$ cat src/hdl/mrem_pkg.sv
// Shared types and constants for the masked row effect mean block.
// No dependencies; used by the controller, the datapath and the top level.
`default_nettype none

package mrem_pkg;

    // Width of one input value (Q16.16) and of one effect or mean (Q17.16).
    localparam int unsigned IN_W  = 32;
    localparam int unsigned EFF_W = 33;

    // Commands from the controller to the datapath.
    typedef struct packed {
        logic load;    // cell transfer: form effect, accumulate, load divider on row end
        logic step;    // one quotient bit
        logic finish;  // sign the quotient into the pending result
        logic move;    // pending result into the output register
    } t_mrem_cmd;

endpackage

`default_nettype wire

$ cat src/hdl/mrem_datapath.sv
// Datapath: effect subtractor, row accumulator, bit-serial divider,
// pending result stage and output register. Depends on mrem_pkg.
`default_nettype none

module mrem_datapath #(
    parameter int unsigned ROW_CELLS_MAX = 256,
    parameter int unsigned CNT_W         = 9,
    parameter int unsigned SUM_W         = 41
) (
    input  wire logic                              i_clk,
    input  wire logic                              i_rst_n,
    input  wire mrem_pkg::t_mrem_cmd               i_cmd,
    input  wire logic signed [mrem_pkg::IN_W-1:0]  i_outcome,
    input  wire logic signed [mrem_pkg::IN_W-1:0]  i_counterfactual,
    input  wire logic                              i_treated,
    input  wire logic                              i_observed,
    input  wire logic                              i_row_end,
    output logic signed [mrem_pkg::EFF_W-1:0]      o_effect,
    output logic                                   o_effect_valid,
    output logic signed [mrem_pkg::EFF_W-1:0]      o_row_mean,
    output logic                                   o_row_mean_valid,
    output logic [CNT_W-1:0]                       o_row_count,
    output logic                                   o_row_done
);

    localparam logic [CNT_W-1:0] MAX_C = CNT_W'(ROW_CELLS_MAX);

    // row state
    logic signed [SUM_W-1:0] r_sum, n_sum;
    logic [CNT_W-1:0]        r_cnt, n_cnt;

    // divider
    logic [SUM_W-1:0] r_q;
    logic [CNT_W-1:0] r_r;
    logic [CNT_W-1:0] r_d;
    logic             r_neg;

    // pending result
    logic signed [mrem_pkg::EFF_W-1:0] r_p_effect;
    logic                              r_p_effect_valid;
    logic signed [mrem_pkg::EFF_W-1:0] r_p_row_mean;
    logic                              r_p_row_mean_valid;
    logic [CNT_W-1:0]                  r_p_row_count;
    logic                              r_p_row_done;

    logic signed [mrem_pkg::EFF_W-1:0] eff;
    logic                              cell_ok;
    logic                              add;
    logic [SUM_W-1:0]                  mag;
    logic [CNT_W:0]                    rem_sh;
    logic [CNT_W:0]                    rem_sub;
    logic                              ge;
    logic [mrem_pkg::EFF_W-1:0]        qm;
    logic signed [mrem_pkg::EFF_W-1:0] mean;

    always_comb begin
        eff     = mrem_pkg::EFF_W'(i_outcome) - mrem_pkg::EFF_W'(i_counterfactual);
        cell_ok = i_treated & i_observed;
        add     = cell_ok && (r_cnt < MAX_C);
        n_sum   = r_sum + (add ? SUM_W'(eff) : '0);
        n_cnt   = r_cnt + CNT_W'(add);
        mag     = n_sum[SUM_W-1] ? SUM_W'(-n_sum) : SUM_W'(n_sum);
        rem_sh  = {r_r, r_q[SUM_W-1]};
        rem_sub = rem_sh - {1'b0, r_d};
        ge      = rem_sh >= {1'b0, r_d};
        qm      = r_q[mrem_pkg::EFF_W-1:0];
        mean    = r_neg ? $signed(-qm) : $signed(qm);
    end

    // accumulator
    always_ff @(posedge i_clk) begin
        if (!i_rst_n) begin
            r_sum <= '0;
            r_cnt <= '0;
        end else if (i_cmd.load) begin
            if (i_row_end) begin
                r_sum <= '0;
                r_cnt <= '0;
            end else begin
                r_sum <= n_sum;
                r_cnt <= n_cnt;
            end
        end
    end

    // divider, pending stage and output register
    always_ff @(posedge i_clk) begin
        if (i_cmd.load) begin
            r_p_effect       <= cell_ok ? eff : '0;
            r_p_effect_valid <= cell_ok;
            r_p_row_mean     <= '0;
            r_p_row_done     <= i_row_end;
            if (i_row_end) begin
                r_q                <= mag;
                r_r                <= '0;
                r_d                <= n_cnt;
                r_neg              <= n_sum[SUM_W-1];
                r_p_row_count      <= n_cnt;
                r_p_row_mean_valid <= (n_cnt != '0);
            end else begin
                r_p_row_count      <= '0;
                r_p_row_mean_valid <= 1'b0;
            end
        end
        if (i_cmd.step) begin
            r_r <= ge ? rem_sub[CNT_W-1:0] : rem_sh[CNT_W-1:0];
            r_q <= {r_q[SUM_W-2:0], ge};
        end
        if (i_cmd.finish) begin
            r_p_row_mean <= r_p_row_mean_valid ? mean : '0;
        end
        if (i_cmd.move) begin
            o_effect         <= r_p_effect;
            o_effect_valid   <= r_p_effect_valid;
            o_row_mean       <= r_p_row_mean;
            o_row_mean_valid <= r_p_row_mean_valid;
            o_row_count      <= r_p_row_count;
            o_row_done       <= r_p_row_done;
        end
    end

endmodule

`default_nettype wire

$ cat src/hdl/mrem_ctrl.sv
// Controller: handshakes, pending/output occupancy and divider sequencing.
// Depends on mrem_pkg; drives the datapath commands.
`default_nettype none

module mrem_ctrl #(
    parameter int unsigned SUM_W = 41
) (
    input  wire logic          i_clk,
    input  wire logic          i_rst_n,
    input  wire logic          i_valid,
    output logic               o_ready,
    input  wire logic          i_row_end,
    output logic               o_valid,
    input  wire logic          i_ready,
    output mrem_pkg::t_mrem_cmd o_cmd
);

    localparam int unsigned STEP_W = (SUM_W > 1) ? $clog2(SUM_W) : 1;
    localparam logic [STEP_W-1:0] LAST_STEP = STEP_W'(SUM_W - 1);

    typedef enum logic [1:0] {
        ST_IDLE,
        ST_DIV,
        ST_FIN
    } t_state;

    t_state            r_state;
    logic [STEP_W-1:0] r_step;
    logic              r_pend_full;
    logic              r_out_full;

    logic in_xfer, out_xfer, move;

    always_comb begin
        out_xfer    = r_out_full & i_ready;
        move        = (r_state == ST_IDLE) && r_pend_full && (!r_out_full || out_xfer);
        o_ready     = (r_state == ST_IDLE) && (!r_pend_full || move);
        in_xfer     = i_valid & o_ready;
        o_valid     = r_out_full;
        o_cmd.load   = in_xfer;
        o_cmd.step   = (r_state == ST_DIV);
        o_cmd.finish = (r_state == ST_FIN);
        o_cmd.move   = move;
    end

    always_ff @(posedge i_clk) begin
        if (!i_rst_n) begin
            r_state     <= ST_IDLE;
            r_step      <= '0;
            r_pend_full <= 1'b0;
            r_out_full  <= 1'b0;
        end else begin
            if (move) begin
                r_out_full <= 1'b1;
            end else if (out_xfer) begin
                r_out_full <= 1'b0;
            end
            case (r_state)
                ST_IDLE: begin
                    if (in_xfer) begin
                        r_pend_full <= 1'b1;
                        r_step      <= '0;
                        if (i_row_end) begin
                            r_state <= ST_DIV;
                        end
                    end else if (move) begin
                        r_pend_full <= 1'b0;
                    end
                end
                ST_DIV: begin
                    r_step <= r_step + 1'b1;
                    if (r_step == LAST_STEP) begin
                        r_state <= ST_FIN;
                    end
                end
                ST_FIN: begin
                    r_state <= ST_IDLE;
                end
                default: begin
                    r_state <= ST_IDLE;
                end
            endcase
        end
    end

`ifndef SYNTHESIS
    a_busy_no_ready: assert property (@(posedge i_clk) disable iff (!i_rst_n)
        (r_state != ST_IDLE) |-> !o_ready)
        else $error("input ready while divider busy");
    a_div_has_pend: assert property (@(posedge i_clk) disable iff (!i_rst_n)
        (r_state != ST_IDLE) |-> r_pend_full)
        else $error("divider running without a pending row result");
    a_move_fills_out: assert property (@(posedge i_clk) disable iff (!i_rst_n)
        move |=> r_out_full)
        else $error("output register empty after move");
    a_fin_one_cycle: assert property (@(posedge i_clk) disable iff (!i_rst_n)
        (r_state == ST_FIN) |=> (r_state == ST_IDLE))
        else $error("finish state held");
`endif

endmodule

`default_nettype wire

$ cat src/hdl/masked_row_effect_mean.sv
// Top level of the masked row effect mean block.
// Instantiates mrem_ctrl and mrem_datapath; depends on mrem_pkg.
`default_nettype none

// Cells of a panel stream in row order, one transfer per cell, and each cell
// gives exactly one result transfer. A cell that is both treated and observed
// gives effect = outcome - counterfactual (33-bit signed Q17.16) with
// effect_valid set; any other cell gives a zero effect with effect_valid
// clear. Valid effects add into a row sum and count; the count saturates at
// ROW_CELLS_MAX, after which further valid effects are reported but not
// summed. The cell flagged row_end closes the row: its result also carries
// row_done, the count and the mean (sum / count, truncated toward zero), with
// row_mean_valid clear and a zero mean when the row had no valid effect.
// Cells that do not end a row stream back to back while the result channel
// keeps taking results. A row-end cell holds off further input while the
// restoring divider produces one quotient bit a cycle over the SUM_W-bit sum
// magnitude, after which a finish step signs the quotient. A pending stage ahead
// of the output register lets the next cell transfer in while a finished
// result still waits downstream.
// Reset is synchronous, active low, and clears the row sum and count.
module masked_row_effect_mean #(
    parameter int unsigned ROW_CELLS_MAX = 256,
    localparam int unsigned CNT_W = $clog2(ROW_CELLS_MAX + 1),
    localparam int unsigned SUM_W = mrem_pkg::EFF_W +
                                    ((ROW_CELLS_MAX > 1) ? $clog2(ROW_CELLS_MAX) : 0)
) (
    input  wire logic                              i_clk,
    input  wire logic                              i_rst_n,
    // cell channel
    input  wire logic                              i_valid,
    output logic                                   o_ready,
    input  wire logic signed [mrem_pkg::IN_W-1:0]  i_outcome,
    input  wire logic signed [mrem_pkg::IN_W-1:0]  i_counterfactual,
    input  wire logic                              i_treated,
    input  wire logic                              i_observed,
    input  wire logic                              i_row_end,
    // result channel
    output logic                                   o_valid,
    input  wire logic                              i_ready,
    output logic signed [mrem_pkg::EFF_W-1:0]      o_effect,
    output logic                                   o_effect_valid,
    output logic signed [mrem_pkg::EFF_W-1:0]      o_row_mean,
    output logic                                   o_row_mean_valid,
    output logic [CNT_W-1:0]                       o_row_count,
    output logic                                   o_row_done
);

    // controller -> datapath commands
    mrem_pkg::t_mrem_cmd cmd;

    // sequencing: handshakes, occupancy of pending and output stages, divider steps
    mrem_ctrl #(
        .SUM_W (SUM_W)
    ) u_ctrl (
        .i_clk     (i_clk),
        .i_rst_n   (i_rst_n),
        .i_valid   (i_valid),
        .o_ready   (o_ready),
        .i_row_end (i_row_end),
        .o_valid   (o_valid),
        .i_ready   (i_ready),
        .o_cmd     (cmd)
    );

    // arithmetic: subtractor, accumulator, divider, result registers
    mrem_datapath #(
        .ROW_CELLS_MAX (ROW_CELLS_MAX),
        .CNT_W         (CNT_W),
        .SUM_W         (SUM_W)
    ) u_datapath (
        .i_clk            (i_clk),
        .i_rst_n          (i_rst_n),
        .i_cmd            (cmd),
        .i_outcome        (i_outcome),
        .i_counterfactual (i_counterfactual),
        .i_treated        (i_treated),
        .i_observed       (i_observed),
        .i_row_end        (i_row_end),
        .o_effect         (o_effect),
        .o_effect_valid   (o_effect_valid),
        .o_row_mean       (o_row_mean),
        .o_row_mean_valid (o_row_mean_valid),
        .o_row_count      (o_row_count),
        .o_row_done       (o_row_done)
    );

endmodule

`default_nettype wire

$ cat config.mk
export PLATFORM = sky130hd
export DESIGN_NAME = masked_row_effect_mean
export DESIGN_NICKNAME = d
export VERILOG_FILES = /design/src/hdl/mrem_pkg.sv /design/src/hdl/mrem_datapath.sv /design/src/hdl/mrem_ctrl.sv /design/src/hdl/masked_row_effect_mean.sv
export SDC_FILE = /design/constraint.sdc
export NUM_CORES = 1
export LEC_CHECK = 0
export ABC_CLOCK_PERIOD_IN_PS = 14700
export BUFFER_PORTS_ARGS = -buffer_cell sky130_fd_sc_hd__buf_4
export CORE_MARGIN = 2
export CORE_UTILIZATION = 45
export CTS_CLUSTER_DIAMETER = 100
export CTS_CLUSTER_SIZE = 10
export DETAILED_ROUTE_END_ITERATION = 8
export PLACE_DENSITY_LB_ADDON = 0.08
export SYNTH_ARGS = -nofsm -noshare
export SYNTH_HDL_FRONTEND = slang
export SYNTH_SLANG_ARGS = --single-unit
$ cat constraint.sdc
create_clock -name i_clk -period 14.7 [get_ports i_clk]
set_input_delay 3.675 -clock i_clk [delete_from_list [all_inputs] [get_ports i_clk]]
set_output_delay 3.675 -clock i_clk [all_outputs]
set_load 0.01 [all_outputs]
# After elaboration in Yosys (flattened, before gate mapping)
# Index checks and enable logic that the tools add are counted.
[word_totals]
out_inout_bits = 80
reg_bits = 276
word_cells = 86
[classes]
n_reduce_logical = 21
bitwise = 3
n_eq_ne = 6
order_cmp = 2
n_mux = 25
add_sub_neg = 7
[op_table]
columns = ["operator", "count"]
rows = [
  ["$mux W41", 6],
  ["$mux W33", 4],
  ["$mux W9", 5],
  ["$add A41 B41 Y41", 1],
  ["$neg A41 Y41", 1],
  ["$neg A33 Y33", 1],
  ["$sub A32 B32 Y33", 1],
  ["$pmux W6 S2", 1],
  ["$reduce_bool A2 Y1", 6],
  ["$ge A10 B9 Y1", 1],
  ["$add A9 B1 Y9", 1],
  ["$lt A9 B9 Y1 const B", 1],
  ["$reduce_bool A9 Y1", 1],
  ["$sub A9 B9 Y9", 1],
  ["$reduce_and A2 Y1", 4],
  ["$add A6 B1 Y6 const B", 1],
  ["$eq A6 B6 Y1 const B", 1],
  ["$mux W2", 3],
  ["$mux W6", 1],
  ["$logic_and A1 B1 Y1", 4],
  ["$mux W1", 4],
  ["$ne A2 B1 Y1 const B", 2],
  ["$pmux W2 S2", 1],
  ["$and A1 B1 Y1", 3],
  ["other kinds (7)", 9],
]

# Depth between registers and ports, before layout
[depth]
ltp_word = 9
depth_mapped = 26
mapped_depth_nobuf = 25

# By module
# A second synthesis with hierarchy kept.
[unflattened]
hier_cells = 1801
hier_area_um2 = 17166.5
[by_module_without_submodules]
columns = ["mod", "cells_each", "area_each_um2", "seq_area_each_um2", "instances"]
rows = [
  ["mrem_datapath", 1735, 16622.2, 7487.2, 1],
  ["mrem_ctrl", 66, 544.3, 200.2, 1],
]

# Worst setup path before layout
# OpenSTA, ideal clock, no wires.
[synth_path]
path_kind = "in2reg"
from = "input port i_counterfactual[12] (netlist bit)"
to = "register u_datapath.r_q[38] (data pin)"
cell_stages = 23
arrival_time_ns = 8.646
required_ns = 14.438
setup_ns = 0.262
slack_ns = 5.793
path_cell_list = "inv_1 > ha_1 > a21o_1 > a21o_1 > a21oi_1 > nor2_1 > a221oi_1 > inv_1 > o21ai_0 > a21boi_0 > o21ai_0 > nor3b_1 > ha_1 > clkbuf_1 > a21oi_1 > o21ai_0 > or2_2 > or4_4 > a32oi_2 > or4b_4 > nor3b_4 > a311oi_1 > nand3b_1"
[synth_via]
elab_chain_len = 8
[synth_lines]
columns = ["element", "line_no", "source"]
rows = [
  ["start, declared", "masked_row_effect_mean.sv:33", "input wire logic signed [mrem_pkg::IN_W-1:0] i_counterfactual,"],
  ["$sub A32 B32 Y33 (*)", "mrem_datapath.sv:57", "eff = mrem_pkg::EFF_W'(i_outcome) - mrem_pkg::EFF_W'(i_counterfactual);"],
  ["$mux W41 (*)", "mrem_datapath.sv:60", "n_sum = r_sum + (add ? SUM_W'(eff) : '0);"],
  ["$add A41 B41 Y41 (*)", "mrem_datapath.sv:60", ""],
  ["$neg A41 Y41", "mrem_datapath.sv:62", "mag = n_sum[SUM_W-1] ? SUM_W'(-n_sum) : SUM_W'(n_sum);"],
  ["$mux W41 (*)", "mrem_datapath.sv:62", ""],
  ["$mux W41 (*)", "mrem_datapath.sv:93", "if (i_row_end) begin"],
  ["$mux W41 (*)", "mrem_datapath.sv:88", "if (i_cmd.load) begin"],
  ["$mux W41 (*)", "mrem_datapath.sv:105", "if (i_cmd.step) begin"],
  ["end signal, assigned", "mrem_datapath.sv:94", "r_q <= mag;"],
  ["end signal, assigned", "mrem_datapath.sv:107", "r_q <= {r_q[SUM_W-2:0], ge};"],
  ["end, declared", "mrem_datapath.sv:33", "logic [SUM_W-1:0] r_q;"],
]
# Mark *: on every way between the ends. The rest lies on a longest branch, timed or not. The select of a mux whose other input is x is not followed.
# A chain may end at the register's enable or synchronous reset.

# Worst setup path in the final report
[layout_path]
from = "input port i_outcome[12] (netlist bit)"
to = "register u_datapath.r_q[38] (data pin)"
[layout_via]
elab_chain_len = 8
[layout_lines]
columns = ["element", "line_no", "source"]
rows = [
  ["start, declared", "masked_row_effect_mean.sv:32", "input wire logic signed [mrem_pkg::IN_W-1:0] i_outcome,"],
  ["$sub A32 B32 Y33 (*)", "mrem_datapath.sv:57", ""],
  ["$mux W41 (*)", "mrem_datapath.sv:60", ""],
  ["$add A41 B41 Y41 (*)", "mrem_datapath.sv:60", ""],
  ["$neg A41 Y41", "mrem_datapath.sv:62", ""],
  ["$mux W41 (*)", "mrem_datapath.sv:62", ""],
  ["$mux W41 (*)", "mrem_datapath.sv:93", ""],
  ["$mux W41 (*)", "mrem_datapath.sv:88", ""],
  ["$mux W41 (*)", "mrem_datapath.sv:105", ""],
]
# Marks and branches as above.

==> impl_metrics.tcl <==
set metrics [dict create \
    maxCapViolations 0 \
    cp_cell_sequence "buf_4 -> ha_1 -> a21o_1 -> a21o_1 -> a21oi_1 -> nor2_1 -> a221oi_1 -> inv_1 -> o21ai_0 -> a21boi_0 -> o21ai_0 -> nor3b_1 -> ha_1 -> a21oi_1 -> o21ai_0 -> or2_2 -> or4_4 -> a32oi_2 -> or4b_4 -> nor3b_4 -> a311oi_1 -> nand3b_1" \
    synthAdderAreaFrac 0.0684 \
    hold_depth 0 \
    yosysTopAreaCell "edfxtp_1" \
    netlist_area_um2 16800 \
    cp_data_arrival_time_ns 9.73 \
    ff2ff_setup_slack_ns 9.61 \
    synth_compound_gate_area_share 0.176 \
    period_share 0.641 \
    wl_per_cell_um 17.4 \
    clock_latency_ns 0.57 \
    synthTopCellsByArea "edfxtp_1, dfxtp_1, ha_1" \
    drt_iter0_drc 742 \
    synth_xor_area_frac 0.0623 \
    cpMostUsedCell "o21ai_0" \
    setup_viol 0 \
    period_needed_ns 9.42 \
    synth_top_cell_area_share 0.386 \
    drc 0 \
    critPathMaxFanout 13 \
    synth_cells 1706 \
    dieArea_um2 38900 \
    dr.pass1.iters 7 \
    cp_top_family "compound AO/OA/AOI/OAI gates" \
    powerDensity_nw_per_um2 105 \
    antenna_cells 0 \
    synth.most_common_cell "edfxtp_1" \
    synthTopCellsByCount "edfxtp_1, nor2_1, a21oi_1" \
    routed_via_density 5.55 \
    required_ns 15.01 \
    min-delay-start "u_datapath.r_p_effect[4]$_SDFFCE_PN0P_" \
    grt_overflow_total 0 \
    finClkSkew_ns 0.0141 \
    cts_tree "yes" \
    ys_warn_count 0 \
    ctsResizeCount 0 \
    crit_path_start_kind "input port" \
    reg2reg_depth 17 \
    grt_use_total 0.208 \
    fillerInstances 3458 \
    synth-seq-cells 276 \
    seq_area_um2 7690 \
    root_buffer "clkbuf_16" \
    ys.flop_type "edfxtp_1" \
    vias 12900 \
    async_reset_ff_frac 0 \
    max-vdd-ir-drop_v 0.0000841 \
    syn_to_final_growth_pct 14.5 \
    worstMarginPinSlew_ns 1.15 \
    finalHoldViolCount 0 \
    p_leak_nw 7.66 \
    final_nets 1991 \
    dieWidth_um 197 \
    ys_seq_area_frac 0.458 \
    chipHeight_um 197 \
    syn_nets 1867 \
    fin_hold_ws_ns 0.412 \
    cp_num_buf_inv 2 \
    grt_pass1_wl_mm 65.0 \
    status "finished clean" \
    io_pins 151 \
    grt_pass1_vias 12400 \
    numCtsBuffers 31 \
    max_freq_mhz 106 \
    crit_path_end_kind "flop" \
    ant_nets 0 \
    timing.rr.start "u_datapath.r_cnt[8]$_SDFFE_PN0P_" \
    cts_hold_buf 0 \
    multi_input_area_um2 8520 \
    yosys.area_share.simple 0.194 \
    portBuffers 150 \
    core_region_area_um2 36700 \
    slew_viol_final 0 \
    antenna_found_initial 0 \
    synth_top_family_by_area "simple AND/OR/NAND/NOR gates" \
    post-route-util 0.524 \
    cts_setup_buffers 0 \
    slowest_stage "or4b_4" \
    grt_start_max_net_pins 79 \
    tns_ns 0 \
    dp_hpwl_mm 30.2 \
    htree_levels 1 \
    fp-row-count 70 \
    wirelength_mm 40.5 \
    r2r_end "u_datapath.r_q[28]$_DFFE_PP_" \
    rsz0062_at_grt "no" \
    synth_mux_area_frac 0.00536 \
    synth_edf_count 216 \
    start_util 0.458 \
    syn_area_per_cell_um2 9.84 \
    cts.path.max_buffers 3 \
    gp_congestion 0.870 \
    drive_above_1_share 0.132 \
    ys_types 99 \
    cts.sinks 276 \
    max_stage_delay_ns 0.52 \
    slew_headroom 0.230 \
    path_class "input port to flop" \
    cts.clk_slew.worst_paths_ns 0.06 \
    min_to "u_datapath.o_effect[4]$_DFFE_PP_" \
    min_path_type "flop to flop" \
]
per-stage QoR:
stage / cell area [µm²] / setup WS [ns] / total power, W / cells
after global routing: 19200 / 4.78 / 0.00211 / 2323
after global placement: 18300 / 4.84 / 0.00133 / 2265
after CTS: 19200 / 5.36 / 0.00204 / 2323
after floorplan: 16800 / 5.79 / 0.00122 / 1706
final: 19200 / 5.28 / 0.00202 / 2323
after detailed placement: 18300 / 4.77 / 0.00134 / 2265
how the worst max path moves through the flow:
stage | cells after the start | to | start | slack [ns]
2_1_floorplan | 23 | u_datapath.r_q[38]$_DFFE_PP_ | i_counterfactual[12] | 5.79
3_3_place_gp | 26 | u_datapath.r_q[28]$_DFFE_PP_ | i_outcome[0] | 4.84
3_5_place_dp | 22 | u_datapath.r_q[38]$_DFFE_PP_ | i_outcome[1] | 4.77
4_1_cts | 22 | u_datapath.r_q[38]$_DFFE_PP_ | i_outcome[1] | 5.36
5_1_grt | 25 | u_datapath.r_q[33]$_DFFE_PP_ | i_outcome[0] | 4.78
6_report | 22 | u_datapath.r_q[38]$_DFFE_PP_ | i_outcome[12] | 5.28
flip-flops by register name, summed over array words and instances, names as in the netlist:
signal and flops:
u_datapath.o_row_count 9, u_datapath.r_p_effect 33, u_datapath.r_sum 41, u_datapath.o_row_mean 33, u_datapath.r_p_row_done 1, u_datapath.r_p_row_mean 33
u_datapath.r_r 9, u_ctrl.o_valid 1, u_ctrl.r_pend_full 1, u_ctrl.r_step 6, u_ctrl.r_state 2, u_datapath.o_effect_valid 1
u_datapath.o_row_done 1, u_datapath.r_d 9, u_datapath.r_q 41, u_datapath.r_p_row_count 9, u_datapath.r_p_row_mean_valid 1, u_datapath.o_effect 33
u_datapath.r_p_effect_valid 1, u_datapath.r_neg 1, u_datapath.o_row_mean_valid 1, u_datapath.r_cnt 9
cell usage in the layout (no fill, tap or decap), drive strengths merged, types with 6 or more instances in the layout:
cell type,Yosys,routed
nor4,16,16
or4,9,9
dfxtp,60,60
nor2b,71,71
a22oi,37,37
o21a,12,12
nor2,164,164
nand3b,6,6
xnor2,60,60
mux2i,9,9
a2111oi,7,7
and2,39,39
xor2,56,56
and3,20,20
a21oi,119,119
ha,87,87
o31ai,17,17
clkbuf,57,56
nand4,17,17
nor3b,19,19
or2,7,7
nand2,110,110
a211oi,13,13
nand2b,17,17
or3,10,10
inv,86,87
a31oi,17,17
nor3,59,59
o21ai,81,81
o211ai,15,15
a21o,37,37
a21boi,12,12
edfxtp,216,216
nand3,39,39
buf,13,161
o21bai,8,8
and4,7,7
power by group:
group | internal (W) | leakage (nW) | total (W) | switching [W]
Clock | 0.000399 | 0.424 | 0.000696 | 0.000297
Combinational | 0.000154 | 4.65 | 0.000381 | 0.000227
Sequential | 0.000909 | 2.59 | 0.000940 | 0.0000311
layer usage:
metal,routed length [µm],global-route usage,part of all wire
met5,0,0,0
met4,633,0.0487,0.016
met3,2150,0.0304,0.053
met2,18000,0.329,0.44
met1,19700,0.300,0.49
area by class of cell:
type / count / share of cell area
timing repair buffer: 161 / 0.0629
multi-input combinational: 1274 / 0.443
clock inverter: 2 / 0.000651
clock buffer: 56 / 0.0458
tap: 468 / 0.0305
inverter: 86 / 0.0168
sequential: 276 / 0.400
cells by family after synthesis:
group                      count (synthesis)
AOI/OAI and AO/OA                        437
xor gates and xnor gates                 117
buffers and inverters                    156
and+or+nand+nor                          621
adders and majority gates                 90
muxes                                      9
DFF                                      276
No activity file was read; power rests on OpenSTA's default activity.
